File: src/keyword_command_line_parser_top_defines.svh
// ----------------------------------------------------------------------------
// Assertion macros for the keyword command line parser
// Checks are compiled in unless SYNTH is defined.
// ----------------------------------------------------------------------------
`ifndef KEYWORD_COMMAND_LINE_PARSER_TOP_DEFINES_SVH
`define KEYWORD_COMMAND_LINE_PARSER_TOP_DEFINES_SVH
`ifndef SYNTH
`define KCLP_ASSERT(lbl, prop, msg) \
  lbl: assert property (@(posedge clk) disable iff (rst) prop) else $error(msg);
`define KCLP_ASSERT_ALWAYS(lbl, prop, msg) \
  lbl: assert property (@(posedge clk) prop) else $error(msg);
`else
`define KCLP_ASSERT(lbl, prop, msg)
`define KCLP_ASSERT_ALWAYS(lbl, prop, msg)
`endif
`endif

File: src/kclp_pkg.sv
// ----------------------------------------------------------------------------
// kclp_pkg
// Types, keyword table and helpers for the command line parser.
// ----------------------------------------------------------------------------
package kclp_pkg;

  localparam int FIELD_CHARS_DEF = 31;
  localparam int FIELD_SLOTS_DEF = 5;
  localparam int OUT_FIELDS      = 5;
  localparam int KEY_MAX         = 15;
  localparam int NUM_CMDS        = 31;
  localparam int KEY_BITS        = 8 * KEY_MAX;

  localparam logic [7:0] CH_COLON = 8'h3A;
  localparam logic [7:0] CH_SPACE = 8'h20;
  localparam logic [7:0] CH_PLUS  = 8'h2B;
  localparam logic [7:0] CH_MINUS = 8'h2D;
  localparam logic [7:0] CH_ZERO  = 8'h30;
  localparam logic [7:0] CH_NINE  = 8'h39;
  localparam logic [7:0] CH_TAB   = 8'h09;
  localparam logic [7:0] CH_CR    = 8'h0D;

  localparam logic [31:0] POS_MAX = 32'h7FFF_FFFF;
  localparam logic [31:0] MAG_CAP = 32'h8000_0000;

  typedef enum logic [1:0] {PH_KEY, PH_GETKEY, PH_FIELDS} phase_t;
  typedef enum logic [1:0] {NS_SKIP, NS_DIGITS, NS_DONE} num_state_t;

  typedef struct packed {
    logic       clear;
    logic       push;
    logic [7:0] ch;
  } key_ctl_t;

  typedef struct packed {
    logic       clear;
    logic       char_en;
    logic       close;
    logic [7:0] ch;
  } fld_ctl_t;

  // Keywords right-aligned, last character in the low byte
  localparam logic [KEY_BITS-1:0] KW_TEXT [NUM_CMDS] = '{
    "FAN", "SPEED", "WUHUA", "LED", "PRESET", "BRIGHT", "STREAMLIGHT",
    {"LED_", "GRADIENT"}, "LCD", "UI", "VOL", "THROTTLE", "UNIT", "TREAD", "WIFI",
    "WIFI_SCAN", "GET:FAN", "GET:WUHUA", "GET:BRIGHT", "GET:STREAMLIGHT",
    "GET:PRESET", "GET:ALL", "GET:UI", "GET:LOGO", "GET:VOL", "GET:TREAD",
    {"LOGO_", "START"}, {"LOGO_", "START_BIN"}, {"LOGO_", "DATA"},
    {"LOGO_", "END"}, {"LOGO_", "DELETE"}
  };
  localparam logic [3:0] KW_LEN [NUM_CMDS] = '{
    4'd3, 4'd5, 4'd5, 4'd3, 4'd6, 4'd6, 4'd11, 4'd12, 4'd3, 4'd2, 4'd3, 4'd8,
    4'd4, 4'd5, 4'd4, 4'd9, 4'd7, 4'd9, 4'd10, 4'd15, 4'd10, 4'd7, 4'd6, 4'd8,
    4'd7, 4'd9, 4'd10, 4'd14, 4'd9, 4'd8, 4'd11
  };

  localparam logic [4:0] CMD_NONE          = 5'd0;
  localparam logic [4:0] CMD_LED           = 5'd4;
  localparam logic [4:0] CMD_LED_RAMP      = 5'd8;
  localparam logic [4:0] CMD_NET           = 5'd15;
  localparam logic [4:0] CMD_IMG_BEGIN     = 5'd27;
  localparam logic [4:0] CMD_IMG_BEGIN_BIN = 5'd28;
  localparam logic [4:0] CMD_IMG_CHUNK     = 5'd29;

  function automatic logic [2:0] fields_kept(input logic [4:0] cmd);
    logic [2:0] k;
    case (cmd)
      CMD_NONE:          k = 3'd0;
      CMD_LED:           k = 3'd4;
      CMD_LED_RAMP:      k = 3'd5;
      CMD_NET:           k = 3'd0;
      CMD_IMG_BEGIN:     k = 3'd3;
      CMD_IMG_BEGIN_BIN: k = 3'd3;
      CMD_IMG_CHUNK:     k = 3'd2;
      default:           k = 3'd1;
    endcase
    return k;
  endfunction

endpackage

File: src/keyword_command_line_parser_top.sv
// ----------------------------------------------------------------------------
// keyword_command_line_parser_top
// Byte-stream command line parser: keyword lookup plus up to five int fields.
// ----------------------------------------------------------------------------
// One byte item per cycle enters an input register; key, field and phase
// state update from that register. An item with tlast set closes the
// line: one result item (command code plus five fields) is loaded into the
// output register and the line state clears. Throughput is one item per
// clock when not stalled. The input side stalls only while an end-of-line
// item waits behind a result that the sink has not yet taken. A zero byte
// ends the text; later bytes up to tlast are ignored. Keys over 15
// characters give command 0.
`include "keyword_command_line_parser_top_defines.svh"

module keyword_command_line_parser_top #(
  parameter int FIELD_CHARS = kclp_pkg::FIELD_CHARS_DEF,
  parameter int FIELD_SLOTS = kclp_pkg::FIELD_SLOTS_DEF
) (
  input  logic         clk,
  input  logic         rst,
  input  logic         s_tvalid,
  output logic         s_tready,
  input  logic [7:0]   s_tdata,   // char_byte [7:0]
  input  logic         s_tlast,   // end_of_line
  output logic         m_tvalid,
  input  logic         m_tready,
  output logic [167:0] m_tdata    // command [4:0], field_a [36:5], field_b [68:37],
                                  // field_c [100:69], field_d [132:101],
                                  // field_e [164:133], zero [167:165]
);

  // Input register
  logic       in_valid;
  logic       in_eol;
  logic [7:0] in_byte;

  // Line state
  kclp_pkg::phase_t phase, phase_next;
  logic             text_ended, text_ended_next;
  logic [4:0]       matched_command, matched_next;

  logic advance, step;
  kclp_pkg::key_ctl_t key_ctl;
  kclp_pkg::fld_ctl_t fld_ctl;
  logic [4:0]  lookup_cmd;
  logic        is_get;
  logic [31:0] fval [kclp_pkg::OUT_FIELDS];
  logic [4:0]  res_cmd;
  logic [2:0]  kept;

  // Items advance unless an end of line is blocked by a pending result
  assign advance  = !(in_valid && in_eol && m_tvalid && !m_tready);
  assign s_tready = !in_valid || advance;
  assign step     = in_valid && advance;

  always_ff @(posedge clk) begin
    if (rst) begin
      in_valid <= 1'b0;
    end else if (s_tvalid && s_tready) begin
      in_valid <= 1'b1;
    end else if (advance) begin
      in_valid <= 1'b0;
    end
  end

  always_ff @(posedge clk) begin
    if (s_tvalid && s_tready) begin
      in_byte <= s_tdata;
      in_eol  <= s_tlast;
    end
  end

  // Parse control
  always_comb begin
    phase_next      = phase;
    text_ended_next = text_ended;
    matched_next    = matched_command;
    key_ctl         = '{clear: 1'b0, push: 1'b0, ch: in_byte};
    fld_ctl         = '{clear: 1'b0, char_en: 1'b0, close: 1'b0, ch: in_byte};
    if (step) begin
      if (in_eol) begin
        fld_ctl.close   = phase == kclp_pkg::PH_FIELDS;
        key_ctl.clear   = 1'b1;
        phase_next      = kclp_pkg::PH_KEY;
        text_ended_next = 1'b0;
        matched_next    = kclp_pkg::CMD_NONE;
      end else if (!text_ended) begin
        if (in_byte == 8'd0) begin
          text_ended_next = 1'b1;
        end else begin
          case (phase)
            kclp_pkg::PH_KEY: begin
              if (in_byte == kclp_pkg::CH_COLON && !is_get) begin
                matched_next = lookup_cmd;
                phase_next   = kclp_pkg::PH_FIELDS;
              end else begin
                key_ctl.push = 1'b1;
                if (in_byte == kclp_pkg::CH_COLON) phase_next = kclp_pkg::PH_GETKEY;
              end
            end
            kclp_pkg::PH_GETKEY: begin
              if (in_byte == kclp_pkg::CH_COLON) begin
                matched_next = lookup_cmd;
                phase_next   = kclp_pkg::PH_FIELDS;
              end else begin
                key_ctl.push = 1'b1;
              end
            end
            default: begin
              if (in_byte == kclp_pkg::CH_COLON) fld_ctl.close   = 1'b1;
              else                               fld_ctl.char_en = 1'b1;
            end
          endcase
        end
      end
    end
  end

  // Field store clears the cycle after its last use on the line
  logic fld_clear;
  always_ff @(posedge clk) begin
    if (rst) fld_clear <= 1'b0;
    else     fld_clear <= step && in_eol;
  end

  kclp_pkg::fld_ctl_t fld_ctl_q;
  always_comb begin
    fld_ctl_q       = fld_ctl;
    fld_ctl_q.clear = fld_clear;
  end

  always_ff @(posedge clk) begin
    if (rst) begin
      phase           <= kclp_pkg::PH_KEY;
      text_ended      <= 1'b0;
      matched_command <= kclp_pkg::CMD_NONE;
    end else begin
      phase           <= phase_next;
      text_ended      <= text_ended_next;
      matched_command <= matched_next;
    end
  end

  kclp_key u_key (
    .clk    (clk),
    .rst    (rst),
    .ctl    (key_ctl),
    .cmd    (lookup_cmd),
    .is_get (is_get)
  );

  kclp_field #(
    .FIELD_CHARS (FIELD_CHARS),
    .FIELD_SLOTS (FIELD_SLOTS)
  ) u_field (
    .clk (clk),
    .rst (rst),
    .ctl (fld_ctl_q),
    .val (fval)
  );

  // Result assembly
  always_comb begin
    case (phase)
      kclp_pkg::PH_FIELDS: res_cmd = matched_command;
      kclp_pkg::PH_GETKEY: res_cmd = lookup_cmd;
      default:             res_cmd = kclp_pkg::CMD_NONE;
    endcase
    kept = kclp_pkg::fields_kept(res_cmd);
  end

  always_ff @(posedge clk) begin
    if (rst) begin
      m_tvalid <= 1'b0;
    end else if (step && in_eol) begin
      m_tvalid <= 1'b1;
    end else if (m_tready) begin
      m_tvalid <= 1'b0;
    end
  end

  always_ff @(posedge clk) begin
    if (step && in_eol) begin
      m_tdata[4:0]     <= res_cmd;
      m_tdata[167:165] <= '0;
      for (int j = 0; j < kclp_pkg::OUT_FIELDS; j++)
        m_tdata[5 + 32*j +: 32] <= (3'(j) < kept) ? fval[j] : 32'd0;
    end
  end

  `KCLP_ASSERT(a_eol_held, in_valid && in_eol && m_tvalid && !m_tready |=> in_valid, "stalled end of line lost")
  `KCLP_ASSERT(a_result_src, $rose(m_tvalid) |-> $past(in_valid && in_eol), "result without end of line")
  `KCLP_ASSERT(a_pad_zero, m_tvalid |-> m_tdata[167:165] == 3'd0, "tdata padding not zero")
  `KCLP_ASSERT(a_unknown_zero, m_tvalid && m_tdata[4:0] == kclp_pkg::CMD_NONE |-> m_tdata[164:5] == '0, "unknown command with fields")
  `KCLP_ASSERT_ALWAYS(a_rst_idle, rst |=> !m_tvalid && !in_valid, "not idle after reset")

endmodule

File: src/kclp_key.sv
// ----------------------------------------------------------------------------
// kclp_key
// Key shift register and keyword lookup.
// ----------------------------------------------------------------------------
module kclp_key (
  input  logic              clk,
  input  logic              rst,
  input  kclp_pkg::key_ctl_t ctl,
  output logic [4:0]        cmd,
  output logic              is_get
);

  logic [kclp_pkg::KEY_BITS-1:0] key_chars;
  logic [3:0]                    key_length;
  logic                          key_too_long;

  always_ff @(posedge clk) begin
    if (rst || ctl.clear) begin
      key_chars    <= '0;
      key_length   <= '0;
      key_too_long <= 1'b0;
    end else if (ctl.push) begin
      if (key_length < 4'(kclp_pkg::KEY_MAX)) begin
        key_chars  <= {key_chars[kclp_pkg::KEY_BITS-9:0], ctl.ch};
        key_length <= key_length + 4'd1;
      end else begin
        key_too_long <= 1'b1;
      end
    end
  end

  always_comb begin
    cmd = kclp_pkg::CMD_NONE;
    for (int i = kclp_pkg::NUM_CMDS - 1; i >= 0; i--) begin
      if (key_chars == kclp_pkg::KW_TEXT[i] && key_length == kclp_pkg::KW_LEN[i])
        cmd = 5'(i + 1);
    end
    if (key_too_long)
      cmd = kclp_pkg::CMD_NONE;
  end

  assign is_get = !key_too_long && key_length == 4'd3 && key_chars[23:0] == "GET";

endmodule

File: src/kclp_field.sv
// ----------------------------------------------------------------------------
// kclp_field
// Per-field atoi with 32-bit saturation and the field value store.
// ----------------------------------------------------------------------------
module kclp_field #(
  parameter int FIELD_CHARS = kclp_pkg::FIELD_CHARS_DEF,
  parameter int FIELD_SLOTS = kclp_pkg::FIELD_SLOTS_DEF
) (
  input  logic               clk,
  input  logic               rst,
  input  kclp_pkg::fld_ctl_t ctl,
  output logic [31:0]        val [kclp_pkg::OUT_FIELDS]
);

  localparam int IW = $clog2(FIELD_SLOTS + 1);
  localparam int CW = $clog2(FIELD_CHARS + 1);

  logic [IW-1:0]          field_index;
  logic [CW-1:0]          field_char_count;
  kclp_pkg::num_state_t   number_state;
  logic                   negative_sign;
  logic [31:0]            mag;
  logic [31:0]            field_values [FIELD_SLOTS];

  logic        slot_ok, is_digit, is_ws, is_sign, char_ok;
  logic [35:0] mag_x10;
  logic [31:0] mag_next, sat;

  assign slot_ok  = field_index < IW'(FIELD_SLOTS);
  assign is_digit = ctl.ch >= kclp_pkg::CH_ZERO && ctl.ch <= kclp_pkg::CH_NINE;
  assign is_ws    = ctl.ch == kclp_pkg::CH_SPACE ||
                    (ctl.ch >= kclp_pkg::CH_TAB && ctl.ch <= kclp_pkg::CH_CR);
  assign is_sign  = ctl.ch == kclp_pkg::CH_PLUS || ctl.ch == kclp_pkg::CH_MINUS;
  assign char_ok  = ctl.char_en && slot_ok && field_char_count < CW'(FIELD_CHARS);

  assign mag_x10  = {mag, 3'b000} + {2'b00, mag, 1'b0} + 36'(ctl.ch[3:0]);
  assign mag_next = (mag_x10 > 36'(kclp_pkg::MAG_CAP)) ? kclp_pkg::MAG_CAP
                                                        : mag_x10[31:0];
  assign sat = negative_sign ? (32'd0 - mag)
             : ((mag > kclp_pkg::POS_MAX) ? kclp_pkg::POS_MAX : mag);

  always_ff @(posedge clk) begin
    if (rst || ctl.clear) begin
      field_index      <= '0;
      field_char_count <= '0;
      number_state     <= kclp_pkg::NS_SKIP;
      negative_sign    <= 1'b0;
      mag              <= '0;
      for (int j = 0; j < FIELD_SLOTS; j++) field_values[j] <= '0;
    end else if (ctl.close) begin
      if (slot_ok) begin
        for (int j = 0; j < FIELD_SLOTS; j++)
          if (field_index == IW'(j)) field_values[j] <= sat;
        field_index      <= field_index + IW'(1);
        field_char_count <= '0;
        number_state     <= kclp_pkg::NS_SKIP;
        negative_sign    <= 1'b0;
        mag              <= '0;
      end
    end else if (char_ok) begin
      field_char_count <= field_char_count + CW'(1);
      case (number_state)
        kclp_pkg::NS_SKIP: begin
          if (is_sign) begin
            negative_sign <= ctl.ch == kclp_pkg::CH_MINUS;
            number_state  <= kclp_pkg::NS_DIGITS;
          end else if (is_digit) begin
            mag          <= mag_next;
            number_state <= kclp_pkg::NS_DIGITS;
          end else if (!is_ws) begin
            number_state <= kclp_pkg::NS_DONE;
          end
        end
        kclp_pkg::NS_DIGITS: begin
          if (is_digit) mag <= mag_next;
          else          number_state <= kclp_pkg::NS_DONE;
        end
        default: ;
      endcase
    end
  end

  // Stored values, with a field being closed this cycle shown in place
  always_comb begin
    for (int j = 0; j < kclp_pkg::OUT_FIELDS; j++) begin
      val[j] = field_values[j];
      if (ctl.close && slot_ok && field_index == IW'(j)) val[j] = sat;
    end
  end

endmodule

File: config.mk
export PLATFORM = sky130hd
export DESIGN_NAME = keyword_command_line_parser_top
export DESIGN_NICKNAME = d
export VERILOG_FILES = /design/src/kclp_pkg.sv /design/src/keyword_command_line_parser_top.sv /design/src/kclp_key.sv /design/src/kclp_field.sv
export VERILOG_INCLUDE_DIRS = /design/src /design/src/src
export SDC_FILE = /design/constraint.sdc
export NUM_CORES = 1
export LEC_CHECK = 0
export BUFFER_PORTS_ARGS = -buffer_cell sky130_fd_sc_hd__buf_2
export CORE_MARGIN = 2
export CORE_UTILIZATION = 50
export CTS_CLUSTER_SIZE = 12
export DETAILED_ROUTE_END_ITERATION = 10
export HOLD_SLACK_MARGIN = 0.02
export PLACE_DENSITY = 0.68
export SLEW_MARGIN = 5
export SYNTH_ARGS = -nofsm -noshare
export SYNTH_HDL_FRONTEND = slang
export SYNTH_SLANG_ARGS = --single-unit
File: constraint.sdc
create_clock -name clk -period 30.7 [get_ports clk]
set_clock_uncertainty 0.15 [all_clocks]
set_input_delay 6.14 -clock clk [delete_from_list [all_inputs] [get_ports clk]]
set_output_delay 6.14 -clock clk [all_outputs]
set_load 0.05 [all_outputs]
==> run metrics <==
status completed; Core ar. ~53000 um^2; setup repair bufs after CTS 0; slew at the pin closest to its max-slew limit around 1.3 ns; worst setup margin about 17 ns; Die X approximately 230 um; power density cells roughly 48 nW/um^2; commonest non-fill, non-tap cells in the layout nand2_1, a21oi_1, edfxtp_1; post-synthesis compound-gate area fraction between 10% and 20%; per-cell routed wire length ~25 um; FF+latch area between 10000 and 15000 um^2; hold buffer count at cts 0; Layout fillers about 4600; post-route ant nets 0; detailed placement HPWL around 67000 um; clock-pin slew on the worst setup and hold paths about 0.060 ns; slew margin rel. 11.3%; largest family of logic cells by synthesized area simple AND/OR/NAND/NOR gates; First DRT Iteration DRCs approximately 2300; max_cap viols 0; commonest non-fill, non-tap cell in the layout nand2_1; CTS tree done; WHS Path Cells 2; Cell variety after synth 96; drt drc 0; global placement routability congestion around 0.99; global-route usage over all layers around 33%; clock period minus worst slack roughly 13 ns; Layout Cells excl Fill between 3000 and 4000; unrepaired setup endpoints after global routing no; TritonRoute pass-1 iters 6; slowest CP cell nor2b_1; Synth Warn # 0; commonest register cell after synthesis edfxtp_1; Syn Area/Cell between 9 and 10 um^2; number of flops mapped to enable cells by yosys 334; initial antenna violation count 0; required time of the worst setup path 24.41 ns; total CTS buffers between 50 and 60; XOR/XNOR Fraction of Synth Area less than 1%; Top Ports ~180; mapped cell area 26600 um^2; DP Worst Slack approximately 17 ns; Critical Path Source Type input port; FMAX between 0.07 and 0.08 GHz; root buffer cell clkbuf_16; Min-Delay Startpoint matched_command[4]; utilization after layout between 50% and 60%; Post-Synth Simple-Gate Area around 28%; cts repair resizes 0; clk sink count between 500 and 600; H-tree depth 2; Max Transition Viols Final 0; Area Overhead vs Synth 11.6%; FF-to-FF Start u_key.key_chars[18]; Antenna Cells 0; total wire length 92800 um; CTS max path bufs 3; Pleak ~10 nW; worst r2r dst m_tdata[46]; clk_lat worst skew between 0.6 and 0.7 ns; setup TNS 0 ns; adder-cell share of the synthesized area around 3.8%; Critical Path Max Stage Delay ~0.39 ns; Min-Delay Path Class reg2reg; reg-to-reg setup timing slack between 20 and 30 ns; Critical Setup Path Class in2out; Tcrit/Tclk final between 40% and 50%; first-pass GRT wire length approximately 140000 um; Total Nets Final 3033; Final Setup Violations 0; # rows 84; Initial Util around half; largest net degree at the start of global routing between 150 and 200; full die area around 55000 um^2; worst r2r path cells 12; vias in the first global route about 22000; worst-path cell chain buf_2 > nor2b_1 > nand3_1 > buf_2; sequential share of the synthesized area 51.3%; critical path's most frequent cell buf_2; CP top delay family simple AND/OR/NAND/NOR gates; share of layout cells above drive strength 1 ~12%; placed insts approximately 3600; number of synthesized register bits between 500 and 600; Final Hold Slack between 0.3 and 0.4 ns; gate count after technology mapping about 2800; ys async rst share 0%; Arrival @ worst endpoint 7.07 ns; CP endpoint kind output port; post-synthesis mux area share less than 1%; die height 234 um; I/O Buffers ~180; Max VDD drop about 43 uV; critical-path maximum fanout 6; CP Buf/Inv Count 2; Final Hold Fails 0; DR vias about 23000; vias per cell between 6 and 7; hold path endpoint matched_command[4]; grt ovf 0; area used by multi-input combinational logic approximately 12000 um^2
[worst max-delay path by stage]
stage,from,endpoint,cells past startpoint
global route,m_tready,s_tready,4
floorplan,m_tready,u_key.key_chars[10],7
detailed placement,m_tready,s_tready,4
CTS,m_tready,s_tready,4
finish,m_tready,s_tready,4
global placement,m_tready,s_tready,4
[logic make-up (layout without fill, tap and decap cells)]
| family | after synthesis | count (layout) |
|---|---|---|
| other | 1 | 3 |
| muxes | 16 | 16 |
| buffers and inverters | 203 | 348 |
| DFF | 513 | 513 |
| AOI/OAI and AO/OA | 544 | 544 |
| adders and majority gates | 80 | 80 |
| and+or+nand+nor | 1452 | 1452 |
| xor gates and xnor gates | 23 | 23 |
[cell type report]
| type | count | share of cell area (%) |
|---|---|---|
| sequential | 513 | 45.9 |
| multi-input combinational | 2118 | 41.2 |
| clock buffer | 75 | 4.88 |
| timing repair buffer | 221 | 4.13 |
| tap | 688 | 2.90 |
| clock inverter | 20 | 0.532 |
| inverter | 32 | 0.405 |
[synth_stat cells, types with 14 or more instances]
cell type | instances | share of area, %
a21oi_1 | 336 | 6.3
clkbuf_1 | 144 | 2.0
and4_1 | 18 | 0.59
dfxtp_1 | 179 | 13
nand2b_1 | 18 | 0.42
o21ai_0 | 35 | 0.66
o21a_1 | 18 | 0.51
nand2_1 | 604 | 8.5
or3_1 | 26 | 0.61
a211oi_1 | 23 | 0.65
or4_1 | 25 | 0.71
nand3_1 | 63 | 1.2
a22o_1 | 17 | 0.56
nor3_1 | 82 | 1.5
edfxtp_1 | 334 | 38
nor4bb_1 | 17 | 0.64
nor4_1 | 71 | 1.7
nor4b_1 | 28 | 0.92
inv_1 | 31 | 0.44
xor2_1 | 14 | 0.46
or2_2 | 14 | 0.33
ha_1 | 78 | 3.7
nor2_1 | 204 | 2.9
mux2i_1 | 14 | 0.53
nand4_1 | 106 | 2.5
and3_1 | 21 | 0.49
and2_1 | 18 | 0.42
nor2b_1 | 50 | 1.2
[metrics by stage]
stage                     cell area, um^2  power (mW)
after floorplan                     26600       0.826
after global placement              28000       0.845
after detailed placement            28000       0.845
after CTS                           29600        1.44
after global routing                29600        1.48
final                               29600        1.44
[worst reg2reg max path, delay by kind of cell (launching register included)]
family,cells,cell delay [ns]
simple gates,8,3.32
compound gates,3,0.83
flops,1,0.60
buf+inv,1,0.46
[flip-flops by register name, indices dropped and copies added, names as in the netlist, 3 cells and up]
signal,cells
u_key.key_chars,120
u_field.field_index,3
u_field.mag,32
u_key.key_length,4
m_tdata,165
in_byte,8
u_field.field_values,160
u_field.field_char_count,5
matched_command,5
[power breakdown]
part | switching, mW | leakage [nW] | total (mW) | internal (mW)
sequential | 0.00837 | 4.51 | 0.759 | 0.751
clock | 0.275 | 0.779 | 0.605 | 0.330
combinational | 0.0605 | 4.67 | 0.0719 | 0.0114
[per-layer routing]
metal  track usage (%)  routed length, um  vias up
met4              17.7               5450        0
li1                  -                  -    10700
met2              58.0              45900     1062
met5                 0                  0        -
met1              39.9              35400    11200
met3              4.80               6090      259
Note: power is estimated with default switching activity, not from simulation.
